--- src/hdl/pdm_slm_pkg.sv ---
// Shared types, constants and helper functions for the PDM sound level meter.
// Used by every module of the block; depends on nothing else.
package pdm_slm_pkg;

  localparam int WORD_W    = 16;
  localparam int HIST_W    = 15;
  localparam int DEV_W     = 4;
  localparam int NUM_DEV   = 16;
  localparam int HIST_DEVS = 15;
  localparam int WIN_DEVS  = 31;
  localparam int WGT_W     = 5;
  localparam int ONES_W    = 5;
  localparam int SUM_W     = 12;
  localparam int LEVEL_W   = 17;
  localparam int FW_W      = 7;
  localparam int THR_W     = 17;
  localparam int APB_AW    = 3;
  localparam int APB_DW    = 32;

  localparam int DEF_MAX_FRAME_WORDS = 64;
  localparam int MIN_FRAME_WORDS     = 2;

  localparam logic [FW_W-1:0]    FRAME_WORDS_RESET = 7'd50;
  localparam logic [THR_W-1:0]   THRESHOLD_RESET   = 17'd8000;
  localparam logic [LEVEL_W-1:0] LEVEL_SAT         = '1;
  localparam logic [LEVEL_W-1:0] LEVEL_PEAK        = 17'd127232;
  localparam logic [ONES_W-1:0]  ONES_MID          = 5'd8;

  typedef enum logic [0:0] {
    REG_FRAME_WORDS    = 1'b0,
    REG_LOUD_THRESHOLD = 1'b1
  } reg_sel_t;

  typedef logic [DEV_W-1:0] dev_t;

  // where a word sits in its frame
  typedef struct packed {
    logic first;
    logic second;
    logic last;
  } slm_tag_t;

  // |ones - 8| over one 16-bit window
  function automatic dev_t window_dev(input logic [WORD_W-1:0] w);
    logic [ONES_W-1:0] ones;
    ones = '0;
    for (int i = 0; i < WORD_W; i++) begin
      ones = ones + ONES_W'(w[i]);
    end
    if (ones >= ONES_MID) begin
      return DEV_W'(ones - ONES_MID);
    end else begin
      return DEV_W'(ONES_MID - ones);
    end
  endfunction

  // Number of counted 16-long runs that cover deviation j of the 31-entry
  // window. In the frame's second word only the last two runs count.
  function automatic logic [WGT_W-1:0] run_weight(input int j, input logic second);
    int lo;
    int hi;
    int w;
    if (second) begin
      w = ((j >= 14 && j <= 29) ? 1 : 0) + ((j >= 15 && j <= 30) ? 1 : 0);
    end else begin
      lo = (j > 15) ? j - 15 : 0;
      hi = (j < 15) ? j : 15;
      w  = hi - lo + 1;
    end
    return WGT_W'(w);
  endfunction

endpackage

--- src/hdl/pdm_sound_level_meter_unit.sv ---
// PDM sound level meter, top level. Takes one 16-bit PDM word per cycle while in_stall is low.
// Four register stages (input, deviations, run totals, accumulator/result):
// a frame's last word passes them in that order before its result shows.
// in_stall rises only while a result waits.
// Synchronous reset empties the pipeline, restarts the frame and loads the
// register defaults (50 words per frame, threshold 8000).
module pdm_sound_level_meter_unit #(
  parameter int MAX_FRAME_WORDS = pdm_slm_pkg::DEF_MAX_FRAME_WORDS
) (
  input  logic                              clk,
  input  logic                              rst,
  input  logic                              in_valid,
  output logic                              in_stall,
  input  logic [pdm_slm_pkg::WORD_W-1:0]    pdm_word,
  output logic                              out_valid,
  input  logic                              out_stall,
  output logic [pdm_slm_pkg::LEVEL_W-1:0]   level,
  output logic                              loud,
  input  logic                              psel,
  input  logic                              penable,
  input  logic                              pwrite,
  input  logic [pdm_slm_pkg::APB_AW-1:0]    paddr,
  input  logic [pdm_slm_pkg::APB_DW-1:0]    pwdata,
  output logic [pdm_slm_pkg::APB_DW-1:0]    prdata,
  output logic                              pready
);
  import pdm_slm_pkg::*;

  logic [FW_W-1:0]                  frame_words;
  logic [THR_W-1:0]                 loud_threshold;

  logic                             s1_valid;
  logic [WORD_W-1:0]                s1_word;
  logic [HIST_W-1:0]                s1_prev;
  slm_tag_t                         s1_tag;
  logic                             s1_free;

  logic                             s2_valid;
  logic [WIN_DEVS-1:0][DEV_W-1:0]   s2_win;
  slm_tag_t                         s2_tag;
  logic                             s2_free;

  logic                             s3_valid;
  logic [SUM_W-1:0]                 s3_sum;
  slm_tag_t                         s3_tag;
  logic                             s3_take;

  // a stage loads when it is empty or its item moves on
  assign s2_free  = !s2_valid || s3_take;
  assign s1_free  = !s1_valid || s2_free;
  assign in_stall = !s1_free;

  pdm_slm_regs u_regs (
    .clk            (clk),
    .rst            (rst),
    .psel           (psel),
    .penable        (penable),
    .pwrite         (pwrite),
    .paddr          (paddr),
    .pwdata         (pwdata),
    .prdata         (prdata),
    .pready         (pready),
    .frame_words    (frame_words),
    .loud_threshold (loud_threshold)
  );

  pdm_slm_front #(
    .MAX_FRAME_WORDS (MAX_FRAME_WORDS)
  ) u_front (
    .clk         (clk),
    .rst         (rst),
    .in_valid    (in_valid),
    .pdm_word    (pdm_word),
    .load        (s1_free),
    .frame_words (frame_words),
    .s1_valid    (s1_valid),
    .s1_word     (s1_word),
    .s1_prev     (s1_prev),
    .s1_tag      (s1_tag)
  );

  pdm_slm_dev u_dev (
    .clk      (clk),
    .rst      (rst),
    .s1_valid (s1_valid),
    .s1_word  (s1_word),
    .s1_prev  (s1_prev),
    .s1_tag   (s1_tag),
    .load     (s2_free),
    .s2_valid (s2_valid),
    .s2_win   (s2_win),
    .s2_tag   (s2_tag)
  );

  pdm_slm_sum u_sum (
    .clk      (clk),
    .rst      (rst),
    .s2_valid (s2_valid),
    .s2_win   (s2_win),
    .s2_tag   (s2_tag),
    .load     (s3_take),
    .s3_valid (s3_valid),
    .s3_sum   (s3_sum),
    .s3_tag   (s3_tag)
  );

  pdm_slm_acc u_acc (
    .clk            (clk),
    .rst            (rst),
    .s3_valid       (s3_valid),
    .s3_sum         (s3_sum),
    .s3_tag         (s3_tag),
    .loud_threshold (loud_threshold),
    .out_stall      (out_stall),
    .s3_take        (s3_take),
    .out_valid      (out_valid),
    .level          (level),
    .loud           (loud)
  );

endmodule

--- src/hdl/pdm_slm_regs.sv ---
// Configuration registers behind an APB-style port: frame length and threshold.
// Depends on pdm_slm_pkg.
module pdm_slm_regs (
  input  logic                               clk,
  input  logic                               rst,
  input  logic                               psel,
  input  logic                               penable,
  input  logic                               pwrite,
  input  logic [pdm_slm_pkg::APB_AW-1:0]     paddr,
  input  logic [pdm_slm_pkg::APB_DW-1:0]     pwdata,
  output logic [pdm_slm_pkg::APB_DW-1:0]     prdata,
  output logic                               pready,
  output logic [pdm_slm_pkg::FW_W-1:0]       frame_words,
  output logic [pdm_slm_pkg::THR_W-1:0]      loud_threshold
);
  import pdm_slm_pkg::*;

  logic     wr_en;
  reg_sel_t sel;

  assign pready = 1'b1;
  assign wr_en  = psel && penable && pwrite;
  assign sel    = reg_sel_t'(paddr[2]);

  always_ff @(posedge clk) begin
    if (rst) begin
      frame_words    <= FRAME_WORDS_RESET;
      loud_threshold <= THRESHOLD_RESET;
    end else if (wr_en) begin
      case (sel)
        REG_FRAME_WORDS:    frame_words    <= pwdata[FW_W-1:0];
        REG_LOUD_THRESHOLD: loud_threshold <= pwdata[THR_W-1:0];
        default: ;
      endcase
    end
  end

  always_comb begin
    case (sel)
      REG_FRAME_WORDS:    prdata = APB_DW'(frame_words);
      REG_LOUD_THRESHOLD: prdata = APB_DW'(loud_threshold);
      default:            prdata = '0;
    endcase
  end

endmodule

--- src/hdl/pdm_slm_front.sv ---
// Input stage: registers the PDM word with the previous word's bits and
// tracks the word position within the frame. Depends on pdm_slm_pkg.
module pdm_slm_front #(
  parameter int MAX_FRAME_WORDS = pdm_slm_pkg::DEF_MAX_FRAME_WORDS
) (
  input  logic                             clk,
  input  logic                             rst,
  input  logic                             in_valid,
  input  logic [pdm_slm_pkg::WORD_W-1:0]   pdm_word,
  input  logic                             load,
  input  logic [pdm_slm_pkg::FW_W-1:0]     frame_words,
  output logic                             s1_valid,
  output logic [pdm_slm_pkg::WORD_W-1:0]   s1_word,
  output logic [pdm_slm_pkg::HIST_W-1:0]   s1_prev,
  output pdm_slm_pkg::slm_tag_t            s1_tag
);
  import pdm_slm_pkg::*;

  localparam int POS_W = (MAX_FRAME_WORDS > 2) ? $clog2(MAX_FRAME_WORDS) : 1;

  logic [POS_W-1:0]  pos;
  logic [POS_W-1:0]  pos_next;
  logic [POS_W-1:0]  last_pos;
  logic [FW_W-1:0]   fw_eff;
  logic [HIST_W-1:0] bit_hist;
  logic              accept;
  slm_tag_t          tag;

  assign accept = in_valid && load;

  // clamp the frame length to the supported range
  always_comb begin
    if (frame_words < FW_W'(MIN_FRAME_WORDS)) begin
      fw_eff = FW_W'(MIN_FRAME_WORDS);
    end else if (frame_words > FW_W'(MAX_FRAME_WORDS)) begin
      fw_eff = FW_W'(MAX_FRAME_WORDS);
    end else begin
      fw_eff = frame_words;
    end
    last_pos   = POS_W'(fw_eff - FW_W'(1));
    tag.first  = (pos == '0);
    tag.second = (pos == POS_W'(1));
    tag.last   = (pos >= last_pos);
    pos_next   = tag.last ? '0 : pos + POS_W'(1);
  end

  always_ff @(posedge clk) begin
    if (rst) begin
      s1_valid <= 1'b0;
      pos      <= '0;
    end else begin
      if (load) begin
        s1_valid <= in_valid;
      end
      if (accept) begin
        pos <= pos_next;
      end
    end
  end

  // a frame start sees an all-zero bit history
  always_ff @(posedge clk) begin
    if (accept) begin
      s1_word  <= pdm_word;
      s1_prev  <= tag.first ? '0 : bit_hist;
      s1_tag   <= tag;
      bit_hist <= pdm_word[HIST_W-1:0];
    end
  end

endmodule

--- src/hdl/pdm_slm_dev.sv ---
// Deviation stage: sixteen window ones-counts per word, each turned into
// |count-8|, joined with the previous word's deviations. Depends on pdm_slm_pkg.
module pdm_slm_dev (
  input  logic                                                clk,
  input  logic                                                rst,
  input  logic                                                s1_valid,
  input  logic [pdm_slm_pkg::WORD_W-1:0]                      s1_word,
  input  logic [pdm_slm_pkg::HIST_W-1:0]                      s1_prev,
  input  pdm_slm_pkg::slm_tag_t                               s1_tag,
  input  logic                                                load,
  output logic                                                s2_valid,
  output logic [pdm_slm_pkg::WIN_DEVS-1:0][pdm_slm_pkg::DEV_W-1:0] s2_win,
  output pdm_slm_pkg::slm_tag_t                               s2_tag
);
  import pdm_slm_pkg::*;

  logic [WORD_W+HIST_W-1:0]            bits;
  logic [NUM_DEV-1:0][DEV_W-1:0]       dev_cur;
  logic [HIST_DEVS-1:0][DEV_W-1:0]     dev_hist;
  logic                                move;

  assign bits = {s1_prev, s1_word};
  assign move = s1_valid && load;

  // drop windows that would reach back before the frame start
  always_comb begin
    for (int k = 0; k < NUM_DEV; k++) begin
      if (s1_tag.first && k < NUM_DEV - 1) begin
        dev_cur[k] = '0;
      end else begin
        dev_cur[k] = window_dev(bits[(NUM_DEV-1-k) +: WORD_W]);
      end
    end
  end

  always_ff @(posedge clk) begin
    if (rst) begin
      s2_valid <= 1'b0;
    end else if (load) begin
      s2_valid <= s1_valid;
    end
  end

  always_ff @(posedge clk) begin
    if (move) begin
      for (int j = 0; j < HIST_DEVS; j++) begin
        s2_win[j]   <= s1_tag.first ? '0 : dev_hist[j];
        dev_hist[j] <= dev_cur[j+1];
      end
      for (int k = 0; k < NUM_DEV; k++) begin
        s2_win[HIST_DEVS+k] <= dev_cur[k];
      end
      s2_tag <= s1_tag;
    end
  end

endmodule

--- src/hdl/pdm_slm_sum.sv ---
// Run-sum stage: total of all counted 16-long deviation runs of one word,
// formed as a weighted sum of the 31-entry window. Depends on pdm_slm_pkg.
module pdm_slm_sum (
  input  logic                                                clk,
  input  logic                                                rst,
  input  logic                                                s2_valid,
  input  logic [pdm_slm_pkg::WIN_DEVS-1:0][pdm_slm_pkg::DEV_W-1:0] s2_win,
  input  pdm_slm_pkg::slm_tag_t                               s2_tag,
  input  logic                                                load,
  output logic                                                s3_valid,
  output logic [pdm_slm_pkg::SUM_W-1:0]                       s3_sum,
  output pdm_slm_pkg::slm_tag_t                               s3_tag
);
  import pdm_slm_pkg::*;

  logic [SUM_W-1:0] total;

  // no run is complete within the frame's first word
  always_comb begin
    total = '0;
    for (int j = 0; j < WIN_DEVS; j++) begin
      total = total + SUM_W'(s2_win[j]) * SUM_W'(run_weight(j, s2_tag.second));
    end
    if (s2_tag.first) begin
      total = '0;
    end
  end

  always_ff @(posedge clk) begin
    if (rst) begin
      s3_valid <= 1'b0;
    end else if (load) begin
      s3_valid <= s2_valid;
    end
  end

  always_ff @(posedge clk) begin
    if (s2_valid && load) begin
      s3_sum <= total;
      s3_tag <= s2_tag;
    end
  end

endmodule

--- src/hdl/pdm_slm_acc.sv ---
// Frame accumulator and result register: adds each word's run total and
// presents level and loud on the frame's last word. Depends on pdm_slm_pkg.
module pdm_slm_acc (
  input  logic                              clk,
  input  logic                              rst,
  input  logic                              s3_valid,
  input  logic [pdm_slm_pkg::SUM_W-1:0]     s3_sum,
  input  pdm_slm_pkg::slm_tag_t             s3_tag,
  input  logic [pdm_slm_pkg::THR_W-1:0]     loud_threshold,
  input  logic                              out_stall,
  output logic                              s3_take,
  output logic                              out_valid,
  output logic [pdm_slm_pkg::LEVEL_W-1:0]   level,
  output logic                              loud
);
  import pdm_slm_pkg::*;

  logic [LEVEL_W-1:0] acc;
  logic [LEVEL_W-1:0] acc_base;
  logic [LEVEL_W:0]   acc_sum;
  logic [LEVEL_W-1:0] acc_next;
  logic               out_free;
  logic               consume;
  logic               emit;

  assign out_free = !out_valid || !out_stall;
  assign s3_take  = !s3_valid || !s3_tag.last || out_free;
  assign consume  = s3_valid && (!s3_tag.last || out_free);
  assign emit     = consume && s3_tag.last;

  // restart at a frame start, saturate on overflow
  always_comb begin
    acc_base = s3_tag.first ? '0 : acc;
    acc_sum  = {1'b0, acc_base} + (LEVEL_W+1)'(s3_sum);
    acc_next = acc_sum[LEVEL_W] ? LEVEL_SAT : acc_sum[LEVEL_W-1:0];
  end

  always_ff @(posedge clk) begin
    if (rst) begin
      out_valid <= 1'b0;
    end else if (emit) begin
      out_valid <= 1'b1;
    end else if (!out_stall) begin
      out_valid <= 1'b0;
    end
  end

  always_ff @(posedge clk) begin
    if (consume) begin
      acc <= acc_next;
    end
    if (emit) begin
      level <= acc_next;
      loud  <= (acc_next > loud_threshold);
    end
  end

endmodule

--- config.mk ---
export PLATFORM = sky130hd
export DESIGN_NAME = pdm_sound_level_meter_unit
export DESIGN_NICKNAME = d
export VERILOG_FILES = /design/src/hdl/pdm_slm_pkg.sv /design/src/hdl/pdm_sound_level_meter_unit.sv /design/src/hdl/pdm_slm_regs.sv /design/src/hdl/pdm_slm_front.sv /design/src/hdl/pdm_slm_dev.sv /design/src/hdl/pdm_slm_sum.sv /design/src/hdl/pdm_slm_acc.sv
export SDC_FILE = /design/constraint.sdc
export NUM_CORES = 1
export LEC_CHECK = 0
export ABC_CLOCK_PERIOD_IN_PS = 9900
export BUFFER_PORTS_ARGS = -buffer_cell sky130_fd_sc_hd__buf_2
export CAP_MARGIN = 20
export CORE_UTILIZATION = 40
export CTS_CLUSTER_DIAMETER = 60
export DETAILED_ROUTE_END_ITERATION = 8
export PLACE_DENSITY = 0.57
export SLEW_MARGIN = 20
export SYNTH_ARGS = -nofsm -noshare
export SYNTH_HDL_FRONTEND = slang
export SYNTH_SLANG_ARGS = --single-unit
--- constraint.sdc ---
create_clock -name clk -period 9.9 [get_ports clk]
set_input_delay 0.495 -clock clk [delete_from_list [all_inputs] [get_ports clk]]
set_output_delay 0.495 -clock clk [all_outputs]
set_load 0.01 [all_outputs]
### Yosys cells after proc, flatten, opt, wreduce, memory -nomap -nowiden

Cells that the tools add are included.

* add/subtract/negate cells: 305
* multiply operators: 29
* div/mod/pow operators: 0
* order comparisons: 20
* equality and inequality tests: 2
* shifts and indexed selects: 0
* multiplexer cells: 53
* bitwise operators: 1
* reduce and logical (&&, ||, !) cells: 23

Operators by type and width (number)
* $add A5 B1 Y5: 224
* $add A12 B9 Y12: 27
* $mul A4 B4 Y8: 16
* $mux W4: 32
* $ge A5 B4 Y1 const B: 16
* $pmux W32 S2: 1
* $sub A4 B4 Y4 const A: 16
* $sub A4 B4 Y4 const B: 16
* $mul A4 B3 Y7: 8
* $mux W17: 2
* $add A1 B1 Y2: 16
* $mux W3: 8
* $add A17 B12 Y18: 1
* $mul A4 B2 Y6: 3
* $mux W6: 3
* $gt A17 B17 Y1: 1
* $add A12 B4 Y12: 1
* $add A12 B5 Y12: 1
* $add A9 B9 Y10: 1
* $mul A4 B5 Y9: 1
* $gt A7 B7 Y1 const B: 1
* $logic_and A1 B1 Y1: 7
* $logic_not A1 Y1: 7
* $lt A7 B2 Y1 const B: 1
* other kinds (13): 23

* register bits: 259
* latch bits: 0
* RAM bits: 0
* memory bits (read-only): 0
* input port bits: 58
* word-level logic and storage cells: 486
* memories: 0

### Logic depth before layout (Yosys ltp)

* word-level depth: 32
* depth in mapped cells: 35
* depth with buffers taken out: 33

### By module

From an unflattened synthesis, not the netlist that was laid out.

* cell total of the unflattened synthesis: 2690
* area total of the unflattened synthesis: 28559.9 µm²

By module, submodules not included
* pdm_slm_sum: instances 1, cells an instance 1144, area an instance 11612.4 µm²
* pdm_slm_dev: instances 1, cells an instance 1062, area an instance 11526.1 µm²
* pdm_slm_acc: instances 1, cells an instance 217, area an instance 2347.3 µm²
* pdm_slm_front: instances 1, cells an instance 123, area an instance 1715.4 µm²
* pdm_slm_regs: instances 1, cells an instance 141, area an instance 1336.3 µm²
* pdm_sound_level_meter_unit: instances 1, cells an instance 3, area an instance 22.5 µm²

### Worst setup path before layout

No wires, ideal clock.

* path type: input port to flip-flop
* start: input port out_stall
* end: register, netlist name u_dev.s2_tag[0]
* setup time: 0.807 ns
* data arrival time: 9.915 ns
* slack: -0.823 ns
* cell stages on the path: 2
* path through: and4_1 -> a21boi_0

* cells in the longest elaborated chain, start to end: 5

RTL lines
* from (decl): line pdm_sound_level_meter_unit.sv:16 `input logic out_stall,`
* $logic_not A1 Y1
* $logic_or A1 B1 Y1: line pdm_slm_acc.sv:26 `assign out_free = !out_valid || !out_stall;`
* $logic_or A1 B1 Y1: line pdm_slm_acc.sv:27 `assign s3_take = !s3_valid || !s3_tag.last || out_free;`
* $logic_or A1 B1 Y1: line pdm_sound_level_meter_unit.sv:49 `assign s2_free = !s2_valid || s3_take;`
* $logic_and A1 B1 Y1: line pdm_slm_dev.sv:23 `assign move = s1_valid && load;`
* via u_dev.move: line pdm_slm_dev.sv:20 `logic move;`

The timed path passes the listed nets, and every way through them passes these cells.
A chain may end at the register's enable or synchronous reset.

### Worst setup path in the final report

* start: register, netlist name u_dev.s2_tag[1]
* end: register u_sum.s3_sum[11] (netlist name) (data pin)

* cells in the longest elaborated chain, start to end: 32
* elaborated cells between the ends (all ways): 88

RTL lines
* $mux W1 / $mux W2 (equally long branches): line pdm_slm_pkg.sv:63 `if (second) begin`
* $mul A4 B1 Y5 / $mul A4 B2 Y6 (equally long branches): line pdm_slm_sum.sv:22 `total = total + SUM_W'(s2_win[j]) * SUM_W'(run_weight(j, s2_tag.second));`
* $add A9 B9 Y10: line pdm_slm_sum.sv:22
* $add A12 B9 Y12 (26 in a row): line pdm_slm_sum.sv:22
* $add A12 B9 Y12 (*): line pdm_slm_sum.sv:22
* $add A12 B5 Y12 (*): line pdm_slm_sum.sv:22
* $add A12 B4 Y12 (*): line pdm_slm_sum.sv:22
* to (signal assigned): line pdm_slm_sum.sv:39 `s3_sum <= total;`
* to (decl): line pdm_slm_sum.sv:11 `output logic [pdm_slm_pkg::SUM_W-1:0] s3_sum,`

Every way passes the cells marked *; elsewhere a longest branch is shown, timed or not.

==> flow_summary.json <==
{
  "core_um2": 67200,
  "cpMostUsedCell": "fa_1",
  "ys_types": 66,
  "die_y_um": 263,
  "slew_headroom_pct": 34.9,
  "drt_first_pass_iters": 5,
  "antenna_found_initial": 0,
  "ios": 111,
  "multi_input_area_um2": 18000,
  "required_ns": 10.17,
  "cap_violations": 0,
  "min_period_over_period_pct": 92.1,
  "syn_avg_cell_area_um2": 10.8,
  "clkSinkCount": 244,
  "rsz0062_at_grt": "false",
  "post_cts_resized": 0,
  "cts_buffer_depth": 3,
  "drive_gt1_share_pct": 6.58,
  "synth_edf_count": 210,
  "initial_utilization_pct": 40.5,
  "grt_use_total_pct": 18.6,
  "async_reset_ff_share_pct": 0,
  "grt_max_degree": 74,
  "hpwl_um": 51900,
  "clkTransAtPathRegs_ns": 0.06,
  "setup_viol": 0,
  "dieWidth_um": 263,
  "cts_tree": "done",
  "finClkSkew_ns": 0.0334,
  "vias": 17067,
  "clock_latency_ns": 0.55,
  "nNetsFinal": 3412,
  "dpl_cell_area_um2": 28600,
  "critPathLaunchType": "flop",
  "crit_type": "flop to flop",
  "num_rows": 95,
  "area.sequential_um2": 6990,
  "stdcell_area_um2": 29700,
  "numPortBuffers": 77,
  "yosys_warnings": 0,
  "status": "completed",
  "crit_arrival_ns": 9.39,
  "crit_slowest_cell": "fa_1",
  "hp-class": "input pin to flop",
  "ys_seq_elements": 244,
  "drc": 0,
  "drv_slew": 0,
  "drt_iter0_markers": 766,
  "wl_per_cell_um": 17.6,
  "root_buffer": "clkbuf_16",
  "antenna_cells": 0,
  "grt_overflow_total": 0,
  "endpoint_kind": "flop",
  "setup_tns_ns": 0,
  "fillCellCount": 6239,
  "grt_pass1_vias": 18525,
  "place.gp.congestion": 0.887,
  "min_period_ns": 9.12,
  "ant_nets": 0,
  "synthToLayoutAreaGrowth_pct": 9.19,
  "max_freq_mhz": 110,
  "synth_ff_type": "edfxtp_1",
  "htree_num_levels": 2,
  "ys_seq_area_share_pct": 25.7,
  "grt_first_pass_wirelength_um": 99700,
  "dp_slack_ns": 0.504,
  "cts_made_buffers": 34,
  "netlist_area_um2": 27200,
  "viasPerCell": 4.85,
  "worst_pin_slew_ns": 0.976,
  "final-hold-violation-count": 0,
  "setup_ws_ns": 0.779,
  "wl_um": 61800,
  "dieArea_um2": 69000,
  "cpPeakStageDelay_ns": 0.56,
  "worst-path-max-fanout": 9,
  "syn_inst": 2523
}
==> synth_stat cells, types with 20 or more instances <==
| master | instances | area share (%) |
|---|---|---|
| a21oi_1 | 94 | 1.7 |
| ha_1 | 363 | 17 |
| nor2b_1 | 184 | 4.2 |
| xor2_1 | 37 | 1.2 |
| o21ai_0 | 66 | 1.2 |
| nand2_1 | 67 | 0.93 |
| fa_1 | 372 | 27 |
| edfxtp_1 | 210 | 23 |
| a21o_1 | 45 | 1.2 |
| clkbuf_1 | 40 | 0.55 |
| xnor2_1 | 48 | 1.5 |
| inv_1 | 534 | 7.4 |
| nor2_1 | 123 | 1.7 |
| a21boi_0 | 20 | 0.55 |
| dfxtp_1 | 34 | 2.5 |
| nand2b_1 | 42 | 0.97 |
==> stage by stage <==
step | hold slack (ns) | std cells | utilization (%)
6_report | 0.141 | 3517 | 44.2
5_1_grt | 0.111 | 3517 | 44.2
4_1_cts | 0.104 | 3515 | 44.2
3_5_place_dp | 0.412 | 3454 | 42.6
3_3_place_gp | 0.426 | 3454 | 42.6
2_1_floorplan | 0.400 | 2549 | -
==> sequential cells by signal, indices dropped and copies added, names as in the netlist <==
| register | cells |
|---|---|
| u_acc.level | 17 |
| u_regs.loud_threshold | 17 |
| u_dev.s2_tag | 3 |
| u_sum.s3_valid | 1 |
| u_front.pos | 6 |
| u_regs.frame_words | 7 |
| u_front.bit_hist | 14 |
| u_front.s1_word | 2 |
| u_sum.s3_tag | 2 |
| u_dev.s2_valid | 1 |
| u_front.s1_tag | 3 |
| u_front.s1_prev | 15 |
| u_front.s1_valid | 1 |
| u_acc.out_valid | 1 |
| u_acc.loud | 1 |
| u_dev.s2_win | 124 |
| u_acc.acc | 17 |
| u_sum.s3_sum | 12 |
==> layer usage <==
| metal | GRT usage, % | vias to the layer above | wire (um) |
|---|---|---|---|
| met5 | 0 | - | 0 |
| met1 | 25.1 | 8530 | 28900 |
| met2 | 31.6 | 197 | 29800 |
| met4 | 4.63 | 0 | 1190 |
| li1 | - | 8276 | - |
| met3 | 2.21 | 64 | 1800 |
==> cell usage in the layout (no fill, tap or decap), types with 5 or more instances in the layout <==
cell type    n
xor2_1      37
dfxtp_1     34
buf_2       77
a21o_1      45
clkbuf_1     9
fa_1       372
or3_1        6
conb_1      28
inv_6        5
nor3_1       7
o21ai_0     66
xnor2_1     48
buf_4       17
inv_1      534
nand2_1     67
nand2b_1    42
o21a_1      16
a21oi_1     94
nand4_1     10
nor2_1     123
a211o_1      8
nor2b_1    183
a21boi_0    19
and2_1      19
clkinv_2     5
or3b_1      11
ha_1       363
mux2i_1     10
o21bai_1    16
nor3b_1     15
clkbuf_16   35
a211oi_1    18
edfxtp_1   210
nand3_1     19
mux2_2      13
==> cell type report <==
class,instances,area share (%)
multi-input combinational,1710,60.6
sequential,244,23.5
inverter,534,6.75
tap,873,3.68
clock buffer,44,3.06
timing repair buffer,95,1.80
clock inverter,17,0.514
==> worst max-delay path: cells and delay by family, from the launching register on <==
family / cells / cell delay (ns)
and+or+nand+nor: 2 / 0.36
xor gates and xnor gates: 2 / 0.33
DFF: 1 / 0.43
adders and majority gates: 12 / 5.71
buffers and inverters: 7 / 0.61
AOI/OAI and AO/OA: 8 / 1.41
==> path summary, 6_finish.rpt <==
kind / endpoint / cells past startpoint / slack [ns] / start
setup reg to reg: u_sum.s3_sum[11] / 31 / 0.78 / u_dev.s2_tag[1]
hold / removal: u_front.bit_hist[3] / 1 / 0.14 / pdm_word[3]
setup / recovery: u_sum.s3_sum[11] / 31 / 0.78 / u_dev.s2_tag[1]
hold reg to reg: u_dev.s2_tag[0] / 0 / 0.42 / u_front.s1_tag[0]
==> kinds of logic after synthesis <==
family	after synthesis	share of synthesized area, %
compound gates	315	7.49
fa+ha+maj	735	44.1
flops	244	25.7
buf+inv	595	8.50
simple gates	524	10.5
other cells	2	0.0276
xor+xnor	85	2.74
mux	23	0.907
==> repair_timing <==
item                                    in CTS  in global routing
endpoints found under the setup margin       0                  1
setup buffers                                0                  2
hold buffers                                 0                  0
Power is not shown: default switching activity piles up to over one toggle a cycle in this logic, so the estimate is an artifact.
